## src/design/ipmc_pkg.sv

```systemverilog
`default_nettype none
package ipmc_pkg;

  localparam int SYM_W = 31;
  localparam int CNT_W = 32;
  localparam int LEN_W = 5;
  localparam int POS_W = 4;

  localparam logic FUNC_LOAD = 1'b0;
  localparam logic FUNC_TEXT = 1'b1;

  typedef logic [SYM_W-1:0] sym_t;
  typedef logic [CNT_W-1:0] cnt_t;

  // status from the gcd unit back to the sequencer
  typedef struct packed {
    logic done;
    logic common;
  } gcd_res_t;

endpackage
`default_nettype wire

```

## src/design/ipmc_ram.sv

```systemverilog
`default_nettype none
module ipmc_ram #(
  parameter int WIDTH = 31,
  parameter int DEPTH = 16,
  parameter int AW    = (DEPTH > 1) ? $clog2(DEPTH) : 1
) (
  input  wire logic             clk,
  input  wire logic             we,
  input  wire logic [AW-1:0]    waddr,
  input  wire logic [WIDTH-1:0] wdata,
  input  wire logic [AW-1:0]    raddr,
  output logic      [WIDTH-1:0] rdata
);

  logic [WIDTH-1:0] mem [DEPTH];

  always_ff @(posedge clk) begin
    if (we) begin
      mem[waddr] <= wdata;
    end
    rdata <= mem[raddr];
  end

endmodule
`default_nettype wire

```

## src/design/ipmc_gcd.sv

```systemverilog
`default_nettype none
module ipmc_gcd
  import ipmc_pkg::*;
(
  input  wire logic clk,
  input  wire logic rst_n,
  input  wire logic start,
  input  wire sym_t a_in,
  input  wire sym_t b_in,
  output gcd_res_t  res
);

  typedef enum logic {G_IDLE, G_RUN} gstate_t;

  gstate_t state_r, state_nxt;
  sym_t    a_r, a_nxt;
  sym_t    b_r, b_nxt;
  logic    done_r, done_nxt;
  logic    common_r, common_nxt;

  // binary gcd, one shift or one subtract per cycle; only gcd > 1 is needed
  always_comb begin
    state_nxt  = state_r;
    a_nxt      = a_r;
    b_nxt      = b_r;
    done_nxt   = 1'b0;
    common_nxt = common_r;
    unique case (state_r)
      G_IDLE: begin
        if (start) begin
          a_nxt     = a_in;
          b_nxt     = b_in;
          state_nxt = G_RUN;
        end
      end
      G_RUN: begin
        if (a_r == '0) begin
          common_nxt = (b_r > sym_t'(1));
          done_nxt   = 1'b1;
          state_nxt  = G_IDLE;
        end else if (b_r == '0) begin
          common_nxt = (a_r > sym_t'(1));
          done_nxt   = 1'b1;
          state_nxt  = G_IDLE;
        end else if (!a_r[0] && !b_r[0]) begin
          common_nxt = 1'b1;
          done_nxt   = 1'b1;
          state_nxt  = G_IDLE;
        end else if (!a_r[0]) begin
          a_nxt = a_r >> 1;
        end else if (!b_r[0]) begin
          b_nxt = b_r >> 1;
        end else if (a_r == b_r) begin
          common_nxt = (a_r != sym_t'(1));
          done_nxt   = 1'b1;
          state_nxt  = G_IDLE;
        end else if (a_r > b_r) begin
          a_nxt = a_r - b_r;
        end else begin
          b_nxt = b_r - a_r;
        end
      end
      default: state_nxt = G_IDLE;
    endcase
  end

  always_ff @(posedge clk) begin
    if (!rst_n) begin
      state_r  <= G_IDLE;
      done_r   <= 1'b0;
      common_r <= 1'b0;
    end else begin
      state_r  <= state_nxt;
      done_r   <= done_nxt;
      common_r <= common_nxt;
    end
    a_r <= a_nxt;
    b_r <= b_nxt;
  end

  assign res.done   = done_r;
  assign res.common = common_r;

endmodule
`default_nettype wire

```

## src/design/indeterminate_pattern_match_counter.sv

```systemverilog
`default_nettype none
// channel  direction  handshake           words
// in_      input      in_valid/in_stall   func, position, symbol, last
// out_     output     out_valid/out_stall match_here, occurrences, final_res
// cfg_     input      cfg_valid/cfg_ready pattern length
//
// a pattern load passes through S_EMIT and registers its result once the output is free
// a text word visits, per pattern entry, S_READ for the store read, S_START for the gcd
// start and S_GCD for the gcd run, then S_FIN and S_EMIT; an entry whose preceding
// partial bit is clear skips its gcd
// reset clears the partial bits and the count and sets the length to 1, not the store
// a held result does not block acceptance of the next word
module indeterminate_pattern_match_counter
  import ipmc_pkg::*;
#(
  parameter int PATTERN_MAX = 16
) (
  input  wire logic             clk,
  input  wire logic             rst_n,
  input  wire logic             in_valid,
  output logic                  in_stall,
  input  wire logic             in_func,
  input  wire logic [POS_W-1:0] in_position,
  input  wire logic [SYM_W-1:0] in_symbol,
  input  wire logic             in_last,
  output logic                  out_valid,
  input  wire logic             out_stall,
  output logic                  out_match_here,
  output logic      [CNT_W-1:0] out_occurrences,
  output logic                  out_final_res,
  input  wire logic             cfg_valid,
  output logic                  cfg_ready,
  input  wire logic [LEN_W-1:0] cfg_data
);

  localparam int IW = (PATTERN_MAX > 1) ? $clog2(PATTERN_MAX) : 1;

  typedef enum logic [2:0] {S_IDLE, S_READ, S_START, S_GCD, S_FIN, S_EMIT} state_t;

  state_t                 state_r, state_nxt;
  logic [IW-1:0]          idx_r, idx_nxt;
  sym_t                   sym_r, sym_nxt;
  logic                   last_r, last_nxt;
  logic [PATTERN_MAX-1:0] bits_r, bits_nxt;
  logic [PATTERN_MAX-1:0] nbits_r, nbits_nxt;
  cnt_t                   count_r, count_nxt;
  logic [LEN_W-1:0]       len_r, len_nxt;
  logic                   res_match_r, res_match_nxt;
  cnt_t                   res_count_r, res_count_nxt;
  logic                   res_final_r, res_final_nxt;
  logic                   out_valid_r, out_valid_nxt;
  logic                   out_match_r, out_match_nxt;
  cnt_t                   out_count_r, out_count_nxt;
  logic                   out_final_r, out_final_nxt;

  logic                   ram_we;
  logic [IW-1:0]          ram_waddr;
  sym_t                   ram_rdata;
  logic                   gcd_start;
  gcd_res_t               gcd_res;

  logic                   in_acc;
  logic                   out_free;
  logic                   prev_bit;
  logic                   idx_end;
  logic [8:0]             len_sel;
  logic [IW-1:0]          hit_idx;
  logic                   hit;
  cnt_t                   count_inc;

  assign in_acc    = in_valid && !in_stall;
  assign out_free  = !out_valid_r || !out_stall;
  assign idx_end   = (idx_r == IW'(PATTERN_MAX - 1));
  assign prev_bit  = (idx_r == '0) ? 1'b1 : bits_r[idx_r - IW'(1)];
  assign ram_waddr = IW'(in_position);

  always_comb begin
    if (len_r == '0) begin
      len_sel = 9'd1;
    end else if (9'(len_r) > 9'(PATTERN_MAX)) begin
      len_sel = 9'(PATTERN_MAX);
    end else begin
      len_sel = 9'(len_r);
    end
  end

  assign hit_idx   = IW'(len_sel - 9'd1);
  assign hit       = nbits_r[hit_idx];
  assign count_inc = (hit && (count_r != '1)) ? count_r + cnt_t'(1) : count_r;

  ipmc_ram #(
    .WIDTH (SYM_W),
    .DEPTH (PATTERN_MAX),
    .AW    (IW)
  ) u_store (
    .clk   (clk),
    .we    (ram_we),
    .waddr (ram_waddr),
    .wdata (in_symbol),
    .raddr (idx_r),
    .rdata (ram_rdata)
  );

  ipmc_gcd u_gcd (
    .clk   (clk),
    .rst_n (rst_n),
    .start (gcd_start),
    .a_in  (sym_r),
    .b_in  (ram_rdata),
    .res   (gcd_res)
  );

  always_comb begin
    state_nxt     = state_r;
    idx_nxt       = idx_r;
    sym_nxt       = sym_r;
    last_nxt      = last_r;
    bits_nxt      = bits_r;
    nbits_nxt     = nbits_r;
    count_nxt     = count_r;
    len_nxt       = len_r;
    res_match_nxt = res_match_r;
    res_count_nxt = res_count_r;
    res_final_nxt = res_final_r;
    out_valid_nxt = out_valid_r;
    out_match_nxt = out_match_r;
    out_count_nxt = out_count_r;
    out_final_nxt = out_final_r;
    ram_we        = 1'b0;
    gcd_start     = 1'b0;

    if (cfg_valid) begin
      len_nxt = cfg_data;
    end
    if (out_valid_r && !out_stall) begin
      out_valid_nxt = 1'b0;
    end

    unique case (state_r)
      S_IDLE: begin
        if (in_acc) begin
          sym_nxt  = in_symbol;
          last_nxt = in_last;
          if (in_func == FUNC_LOAD) begin
            ram_we        = (9'(in_position) < 9'(PATTERN_MAX));
            res_match_nxt = 1'b0;
            res_count_nxt = count_r;
            res_final_nxt = 1'b0;
            state_nxt     = S_EMIT;
          end else begin
            idx_nxt   = '0;
            state_nxt = S_READ;
          end
        end
      end
      S_READ: begin
        state_nxt = S_START;
      end
      S_START: begin
        if (!prev_bit) begin
          nbits_nxt[idx_r] = 1'b0;
          if (idx_end) begin
            state_nxt = S_FIN;
          end else begin
            idx_nxt   = idx_r + IW'(1);
            state_nxt = S_READ;
          end
        end else begin
          gcd_start = 1'b1;
          state_nxt = S_GCD;
        end
      end
      S_GCD: begin
        if (gcd_res.done) begin
          nbits_nxt[idx_r] = gcd_res.common;
          if (idx_end) begin
            state_nxt = S_FIN;
          end else begin
            idx_nxt   = idx_r + IW'(1);
            state_nxt = S_READ;
          end
        end
      end
      S_FIN: begin
        res_match_nxt = hit;
        res_count_nxt = count_inc;
        res_final_nxt = last_r;
        if (last_r) begin
          bits_nxt  = '0;
          nbits_nxt = '0;
          count_nxt = '0;
        end else begin
          bits_nxt  = nbits_r;
          count_nxt = count_inc;
        end
        state_nxt = S_EMIT;
      end
      S_EMIT: begin
        if (out_free) begin
          out_valid_nxt = 1'b1;
          out_match_nxt = res_match_r;
          out_count_nxt = res_count_r;
          out_final_nxt = res_final_r;
          state_nxt     = S_IDLE;
        end
      end
      default: state_nxt = S_IDLE;
    endcase
  end

  always_ff @(posedge clk) begin
    if (!rst_n) begin
      state_r     <= S_IDLE;
      bits_r      <= '0;
      nbits_r     <= '0;
      count_r     <= '0;
      len_r       <= LEN_W'(1);
      out_valid_r <= 1'b0;
    end else begin
      state_r     <= state_nxt;
      bits_r      <= bits_nxt;
      nbits_r     <= nbits_nxt;
      count_r     <= count_nxt;
      len_r       <= len_nxt;
      out_valid_r <= out_valid_nxt;
    end
    idx_r       <= idx_nxt;
    sym_r       <= sym_nxt;
    last_r      <= last_nxt;
    res_match_r <= res_match_nxt;
    res_count_r <= res_count_nxt;
    res_final_r <= res_final_nxt;
    out_match_r <= out_match_nxt;
    out_count_r <= out_count_nxt;
    out_final_r <= out_final_nxt;
  end

  assign in_stall        = (state_r != S_IDLE);
  assign cfg_ready       = 1'b1;
  assign out_valid       = out_valid_r;
  assign out_match_here  = out_match_r;
  assign out_occurrences = out_count_r;
  assign out_final_res   = out_final_r;

  a_rose_from_emit: assert property (@(posedge clk) disable iff (!rst_n)
    $rose(out_valid_r) |-> $past(state_r == S_EMIT))
    else $error("result word appeared outside emit");

  a_match_counts: assert property (@(posedge clk) disable iff (!rst_n)
    out_valid_r && out_match_r |-> out_count_r != '0)
    else $error("match reported with zero count");

  a_accept_busy: assert property (@(posedge clk) disable iff (!rst_n)
    in_valid && !in_stall |=> state_r != S_IDLE)
    else $error("accepted word left no work in flight");

endmodule
`default_nettype wire
```

## config.mk

```make
export PLATFORM = sky130hd
export DESIGN_NAME = indeterminate_pattern_match_counter
export DESIGN_NICKNAME = d
export VERILOG_FILES = /design/src/design/ipmc_pkg.sv /design/src/design/ipmc_ram.sv /design/src/design/ipmc_gcd.sv /design/src/design/indeterminate_pattern_match_counter.sv
export SDC_FILE = /design/constraint.sdc
export NUM_CORES = 1
export LEC_CHECK = 0
export BUFFER_PORTS_ARGS = -buffer_cell sky130_fd_sc_hd__clkbuf_2
export CELL_PAD_IN_SITES_DETAIL_PLACEMENT = 1
export CELL_PAD_IN_SITES_GLOBAL_PLACEMENT = 1
export CORE_UTILIZATION = 50
export CTS_BUF_LIST = sky130_fd_sc_hd__clkbuf_16
export DETAILED_ROUTE_END_ITERATION = 7
export PLACE_DENSITY_LB_ADDON = 0.1
export SYNTH_ARGS = -nofsm -noshare
export SYNTH_HDL_FRONTEND = slang
export SYNTH_HIERARCHICAL = 1
export SYNTH_SLANG_ARGS = --single-unit
export TNS_END_PERCENT = 100
```

## constraint.sdc

```tcl
create_clock -name clk -period 12.2 [get_ports clk]
set_input_delay 0.61 -clock clk [delete_from_list [all_inputs] [get_ports clk]]
set_output_delay 0.61 -clock clk [all_outputs]
set_load 0.01 [all_outputs]
```

==> flow_summary.yaml, run 1 <==
status:
  status: "completed"
setup_path:
  crit_required_ns: 12.47
  start_kind: "flip-flop"
  critPathArrivalTime_ns: 4.60
  worstReg2RegStart: "idx_r[0]"
  crit_fanout: 18
  path_class: "reg2reg"
  cp-startpoint: "idx_r[0]"
  worstSetupEndpointType: "flip-flop"
placement:
  place_area_sq_um: 35000
  gp_congestion: 0.898
  port_buffers: 82
  hpwl_mm: 58.2
  place_inst: 3177
  place_ws_ns: 7.87
timing:
  holdWs_ns: 0.172
  layout_setup_ws_ns: 7.88
  hold_viol_final: 0
  fin_crit_sh: 0.354
  fmax_mhz: 231
  slew_viol_final: 0
  setup_violations: 0
  setup_tns_ns: 0
  fin_worst_skew_ns: 0.0572
  worst_pin_slew_ns: 1.19
  slew_headroom: 0.208
  rsz0062_at_grt: "no"
  fin_crit_ns: 4.32
routing:
  wl_per_cell_um: 27.5
  viasPerCell: 6.23
  drc: 0
  first_pass_iters: 6
  ant_nets: 0
  via_count: 20800
  drt_wl_total_mm: 91.6
  drtIter0Drc: 1896
cts:
  numCtsBuffers: 82
  cts_tree: "built"
  cts-root-buf: "clkbuf_16"
  cts_sinks: 769
  clkTransAtPathRegs_ns: 0.06
  clock_path_buffers: 3
  worstSkewPairLatency_ns: 0.65
  cts-htree-levels: 3
  postCtsSetupBuffers: 0
  cts_resized: 0
  hold_buffers: 0
synthesis:
  syn_area_sq_um: 33800
  synth_top_family_by_area: "compound AO/OA/AOI/OAI gates"
  synthesis.nets: 2454
  ys_warn_count: 6
  syn_area_per_cell_sq_um: 14.5
  async_flop_share: 0
  synthSimpleGateAreaFrac: 0.0808
  synth-xor-area-share: 0.0179
  synth_compound_area_frac: 0.0975
  ys_types: 90
  ys_seq_area_frac: 0.652
  synth_top_area_frac: 0.588
  synthMuxAreaShare: 0.0930
  synthAdderAreaFrac: 0.0264
  yosys-top-cells-area: "edfxtp_1 (59%), mux4_2 (8.4%), dfxtp_1 (6.3%), ha_1 (2.5%), a22oi_1 (2.4%)"
  synth_edf_count: 662
  syn_inst: 2337
  synth_ff_type: "edfxtp_1"
  yosysTopAreaCell: "edfxtp_1"
  ys_ff_latch: 769
cells_and_area:
  stdcell_count: 3332
  seq_area_sq_um: 22000
  multiInputGateArea_sq_um: 10800
  fin_area_sq_um: 37700
  fill_cells: 6286
  area_growth_pct: 11.6
  drive_above_1_share: 0.171
  final_nets: 2514
global_routing:
  grt_use_total: 0.270
  grt_max_degree: 82
  gr-total-overflow: 0
  antenna_found_initial: 6
  first_global_vias: 21600
  grt_pass1_wl_mm: 136
floorplan:
  chipHeight_um: 262
  start_util: 0.509
  die_x_um: 262
  fp.dieArea_sq_um: 68600
  row_count: 94
  core_sq_um: 66300
  pin_count: 84
worst_hold_path:
  min_from: "in_last"
  hold_class: "in2reg"
power:
  power_density_nw_per_um2: 155
  max-vdd-ir-drop_mv: 0.161
  leakage_nw: 13.2
job:
  max_cap_viol_count: 0
-- per-layer routing --
| metal | vias up | global-route usage | routed length [um] |
|---|---|---|---|
| met5 | - | 0 | 53 |
| met3 | 152 | 0.0524 | 6150 |
| li1 | 9159 | - | - |
| met4 | 8 | 0.0780 | 2210 |
| met2 | 707 | 0.426 | 42700 |
| met1 | 10700 | 0.383 | 40400 |
-- report_power, final --
part / leakage, nW / total, mW / internal (mW) / switching, mW
combinational: 4.90 / 0.399 / 0.139 / 0.261
clock: 1.41 / 2.50 / 1.44 / 1.06
sequential: 6.89 / 2.96 / 2.92 / 0.0457
-- flip-flops by register name, summed over array words and instances, names as in the netlist, 31 cells and up --
name             count
count_r             32
u_store/rdata       31
out_occurrences     32
u_store/mem        496
sym_r               31
u_gcd/b_r           31
u_gcd/a_r           31
res_count_r         32
-- critical path, stage by stage, from the launching register on --
cell,delay [ns]
edfxtp_1,0.35
inv_1,0.09
ha_1,0.37
xnor2_1,0.53
mux4_2,0.57
a221oi_1,0.28
o21ai_1,0.22
nor2_1,0.23
nand2b_1,0.17
o21ai_0,0.15
and2_1,0.57
buf_4,0.41
-- layout by cell type, fill, tap and decap left out, types with 24 or more instances in the layout --
| cell type | Yosys | final |
|---|---|---|
| a21o_1 | 24 | 24 |
| a21oi_1 | 144 | 143 |
| a22oi_1 | 110 | 110 |
| buf_4 | 16 | 37 |
| clkbuf_16 | 0 | 83 |
| clkbuf_2 | 1 | 82 |
| dfxtp_1 | 107 | 106 |
| edfxtp_1 | 662 | 662 |
| ha_1 | 68 | 68 |
| inv_1 | 96 | 122 |
| mux4_2 | 126 | 126 |
| nand2_1 | 164 | 164 |
| nand3_1 | 44 | 44 |
| nand4_1 | 26 | 26 |
| nor2_1 | 109 | 95 |
| o21ai_0 | 82 | 82 |
| or3_1 | 29 | 29 |
| xnor2_1 | 45 | 45 |
| xor2_1 | 24 | 24 |
-- cell type report --
| type | count | area share |
|---|---|---|
| antenna | 2 | 0.000133 |
| clock buffer | 83 | 0.0551 |
| clock inverter | 70 | 0.0171 |
| inverter | 97 | 0.00966 |
| multi-input combinational | 1328 | 0.287 |
| sequential | 769 | 0.584 |
| tap | 864 | 0.0287 |
| timing repair buffer | 119 | 0.0183 |
-- path summary, 6_finish.rpt --
kind | endpoint | slack [ns] | depth (start not counted)
worst min register to register | out_occurrences[10] | 0.41 | 0
worst max-delay path | u_gcd/b_r[14] | 7.88 | 11
worst max register to register | u_gcd/b_r[14] | 7.88 | 11
worst min-delay path | last_r | 0.17 | 1
-- synthesized netlist by cell type (45+ instances only) --
library cell	number
nor2_1	109
ha_1	68
edfxtp_1	662
mux4_2	126
clkbuf_1	68
o21ai_0	82
a22oi_1	110
a21oi_1	144
dfxtp_1	107
nand2_1	164
xnor2_1	45
inv_1	96
-- per-stage QoR --
stage	total power [mW]	util
3_3_place_gp	3.40	0.527
2_1_floorplan	3.26	-
3_5_place_dp	3.42	0.527
5_1_grt	6.02	0.568
6_report	5.86	0.568
4_1_cts	5.90	0.568
-- kinds of logic (layout without fill, tap and decap cells) --
family                     Yosys count  after routing
buffers and inverters              240            369
DFF                                769            769
other                                1              3
adders and majority gates           70             70
muxes                              155            155
AOI/OAI and AO/OA                  498            498
and+or+nand+nor                    535            535
xor gates and xnor gates            69             69
No activity file was read; power rests on OpenSTA's default activity.
==> run 2, diff against run 1 <==
--- a/config.mk
+++ b/config.mk
@@ -5,10 +5,11 @@
 export SDC_FILE = /design/constraint.sdc
 export NUM_CORES = 1
 export LEC_CHECK = 0
+export ABC_AREA = 1
 export BUFFER_PORTS_ARGS = -buffer_cell sky130_fd_sc_hd__clkbuf_2
 export CELL_PAD_IN_SITES_DETAIL_PLACEMENT = 1
 export CELL_PAD_IN_SITES_GLOBAL_PLACEMENT = 1
-export CORE_UTILIZATION = 50
+export CORE_UTILIZATION = 49
 export CTS_BUF_LIST = sky130_fd_sc_hd__clkbuf_16
 export DETAILED_ROUTE_END_ITERATION = 7
 export PLACE_DENSITY_LB_ADDON = 0.1
==> constraint.sdc (replaced) <==
create_clock -name clk -period 4.5 [get_ports clk]
set_input_delay 0.225 -clock clk [delete_from_list [all_inputs] [get_ports clk]]
set_output_delay 0.225 -clock clk [all_outputs]
set_load 0.01 [all_outputs]
==> run 2 against run 1 <==
  * Register-to-register slack lost 6.8 ns
  * Combinational power rose to 28 times the previous value
  * Non-clock buffer count increased by 13
  * Synthesized area grew 13%
  * Synthesized cell count grew 78%
  * Clock power grew to 2.7 times the previous value
  * Routed wire length increased by 30%
  * Fmax rose by 25%
  * Sequential cell count is the same
  * Core utilization down 1.9 points
  * Power rose to 4.6 times the previous value
  * Critical endpoint is now u_store/mem[12][13]
==> flow_summary.yaml, run 2 <==
cts:
  cts-root-buf: "clkbuf_16"
  worstSkewPairLatency_ns: 0.65
  cts-htree-levels: 3
  clock_path_buffers: 3
  numCtsBuffers: 83
  cts_sinks: 769
  clkTransAtPathRegs_ns: 0.06
  cts_tree: "built"
  postCtsSetupBuffers: 0
power:
  max-vdd-ir-drop_mv: 0.421
  combPwrFrac: 0.408
  p_int_mw: 15.5
  p_sw_mw: 11.4
  netSwitchingFraction: 0.424
  p_clk_frac: 0.249
  leakage_nw: 18.3
  seq_power_share: 0.344
  power_density_nw_per_um2: 641
timing:
  fin_crit_sh: 0.769
  fin_crit_ns: 3.46
  rsz0062_at_grt: "no"
  slew_viol_final: 0
  fmax_mhz: 289
  setup_violations: 0
  setup_tns_ns: 0
  fin_worst_skew_ns: 0.0343
  worst_pin_slew_ns: 1.28
  hold_viol_final: 0
  slew_headroom: 0.147
cells_and_area:
  top_register: "u_store/mem"
  fill_cells: 8796
  multiInputGateArea_sq_um: 12400
  final_nets: 4338
  stdcell_count: 5318
  area_growth_pct: 10.3
  seq_area_sq_um: 22000
  final_cell_mix: "nand2_1 (1176), inv_1 (706), edfxtp_1 (662), nand3_1 (515), nor2_1 (190)"
  largest_register_ff_count: 496
  layout.cells.most_common: "nand2_1"
  drive_above_1_share: 0.0889
synthesis:
  synthesis.nets: 4287
  synth_ff_type: "edfxtp_1"
  yosysMostFrequentCell: "nand2_1"
  ys_ff_latch: 769
  syn_area_sq_um: 38000
  synth_edf_count: 662
  ys_types: 54
  ys_seq_area_frac: 0.579
  yosysTopAreaCell: "edfxtp_1"
  synth_commonest_cells: "nand2_1 (1176), inv_1 (694), edfxtp_1 (662), nand3_1 (515), nor2_1 (207)"
  syn_area_per_cell_sq_um: 9.12
  async_flop_share: 0
  syn_inst: 4170
  yosys-top-cells-area: "edfxtp_1 (52%), nand2_1 (12%), inv_1 (6.9%), nand3_1 (6.8%), dfxtp_1 (5.6%)"
  ys_warn_count: 6
  synth_top_area_frac: 0.523
global_routing:
  grt_max_degree: 129
  grt_pass1_wl_mm: 180
  gr-max-usage-layer: "met2"
  first_global_vias: 30100
  use_met2: 0.513
  grt_use_met3: 0.0378
  gr-total-overflow: 0
  antenna_found_initial: 9
  grt_util_met1: 0.407
  grt_use_total: 0.303
routing:
  viasPerCell: 5.52
  via_count: 29400
  ant_nets: 0
  drtIter0Drc: 2397
  wl_per_cell_um: 22.4
  drt_wl_total_mm: 119
  drc: 0
  first_pass_iters: 5
setup_path:
  cpMostUsedCell: "nor2_1"
  crit_chain: "nor2_1 -> inv_1 -> nor2_1 -> inv_1 -> nor2_1 -> inv_1 -> nor2_1 -> nand3_1 -> nor2_4"
  critPathArrivalTime_ns: 3.71
  reg2reg_slack_ns: 1.04
  cpMaxStageDelayCell: "nor2_4"
  endpoint: "u_store/mem[12][13]"
  reg2regPathDepth: 9
  timing.rr.end: "u_store/mem[12][13]"
  path_class: "reg2reg"
  max_stage_delay_ns: 1.07
  crit_required_ns: 4.75
  worstSetupEndpointType: "flip-flop"
  worstReg2RegStart: "state_r[1]"
  cp_top_family: "simple AND/OR/NAND/NOR gates"
  crit_fanout: 31
  start_kind: "flip-flop"
  cp-startpoint: "state_r[1]"
  cp_num_cells: 9
  crit_buf_inv: 3
floorplan:
  die_x_um: 281
  core_sq_um: 76300
  pin_count: 84
  chipHeight_um: 281
  row_count: 101
  start_util: 0.498
  fp.dieArea_sq_um: 78700
placement:
  hpwl_mm: 79.4
  port_buffers: 82
  place_inst: 5150
  gp_congestion: 0.962
worst_hold_path:
  hold_class: "in2reg"
status:
  status: "completed"
job:
  max_cap_viol_count: 0
[run 2: changes by cell type in the layout (fill, tap and decap cells not counted), moves of 23 or more]
cell	previous run	this run
nor2_1	95	190
nand2_2	0	34
inv_1	122	706
mux4_2	126	0
a22oi_1	110	0
nand2_1	164	1176
o21ai_0	82	105
nand3_1	44	515
or3_1	29	0
nand4_1	26	59
xnor2_1	45	12
[run 2: timing repair]
item	CTS	global route
hold buffers	16	0
hold endpoints to repair	7	0
gates resized for setup	0	0
[run 2: worst register-to-register path, delay by kind of cell, from the launching register on]
family	cells	cell delay, ns
flops	1	0.33
buf+inv	3	0.32
simple gates	6	2.40
[run 2: layout make-up]
type / count / area share
Inverter: 710 / 0.0638
Clock inverter: 64 / 0.0119
Clock buffer: 85 / 0.0507
Timing Repair Buffer: 132 / 0.0221
Multi-Input combinational cell: 2525 / 0.296
Sequential cell: 769 / 0.525
Tap cell: 1030 / 0.0307
Antenna cell: 3 / 0.000179
[run 2: metrics by stage]
stage | power [mW] | utilization | setup slack (ns) | hold slack [ns] | instance area [sq um]
finish | 26.9 | 0.550 | 1.04 | 0.121 | 42000
global route | 28.2 | 0.550 | 0.882 | 0.113 | 42000
detailed placement | 20.1 | 0.513 | 1.22 | 0.405 | 39200
global placement | 19.9 | 0.513 | 1.31 | 0.401 | 39200
CTS | 26.9 | 0.550 | 1.17 | 0.0730 | 42000
floorplan | 16.7 | - | 1.10 | 0.323 | 38000
[run 2: logic make-up after synthesis]
kind of cell / share of synthesized area
compound gates: 0.0539
xor+xnor: 0.00898
fa+ha+maj: 0.0234
buf+inv: 0.0984
flops: 0.579
other cells: 0.0000986
simple gates: 0.236
[run 2: routing by layer]
layer / part of all wire / wire, um
met5: 0 / 0
met4: 0.027 / 3240
met3: 0.052 / 6150
met2: 0.49 / 58000
met1: 0.43 / 51700
[run 2: worst min path at each step]
stage,start,end,slack [ns],depth (start not counted)
floorplan,rst_n,u_gcd/done_r,0.32,2
global placement,res_count_r[16],out_occurrences[16],0.40,0
detailed placement,res_count_r[20],out_occurrences[20],0.41,0
CTS,in_symbol[16],u_store/mem[11][16],0.07,1
global route,in_symbol[18],u_store/mem[11][18],0.11,1
finish,in_symbol[23],u_store/mem[1][23],0.12,1
[run 2: power groups by stage]
stage	registers (mW)	logic [mW]	clock network, mW
3_5_place_dp	9.38	10.8	0
3_3_place_gp	9.31	10.6	0
6_report	9.24	11.0	6.70
5_1_grt	9.31	11.9	7.04
4_1_cts	9.24	10.9	6.80
2_1_floorplan	9.21	7.48	0
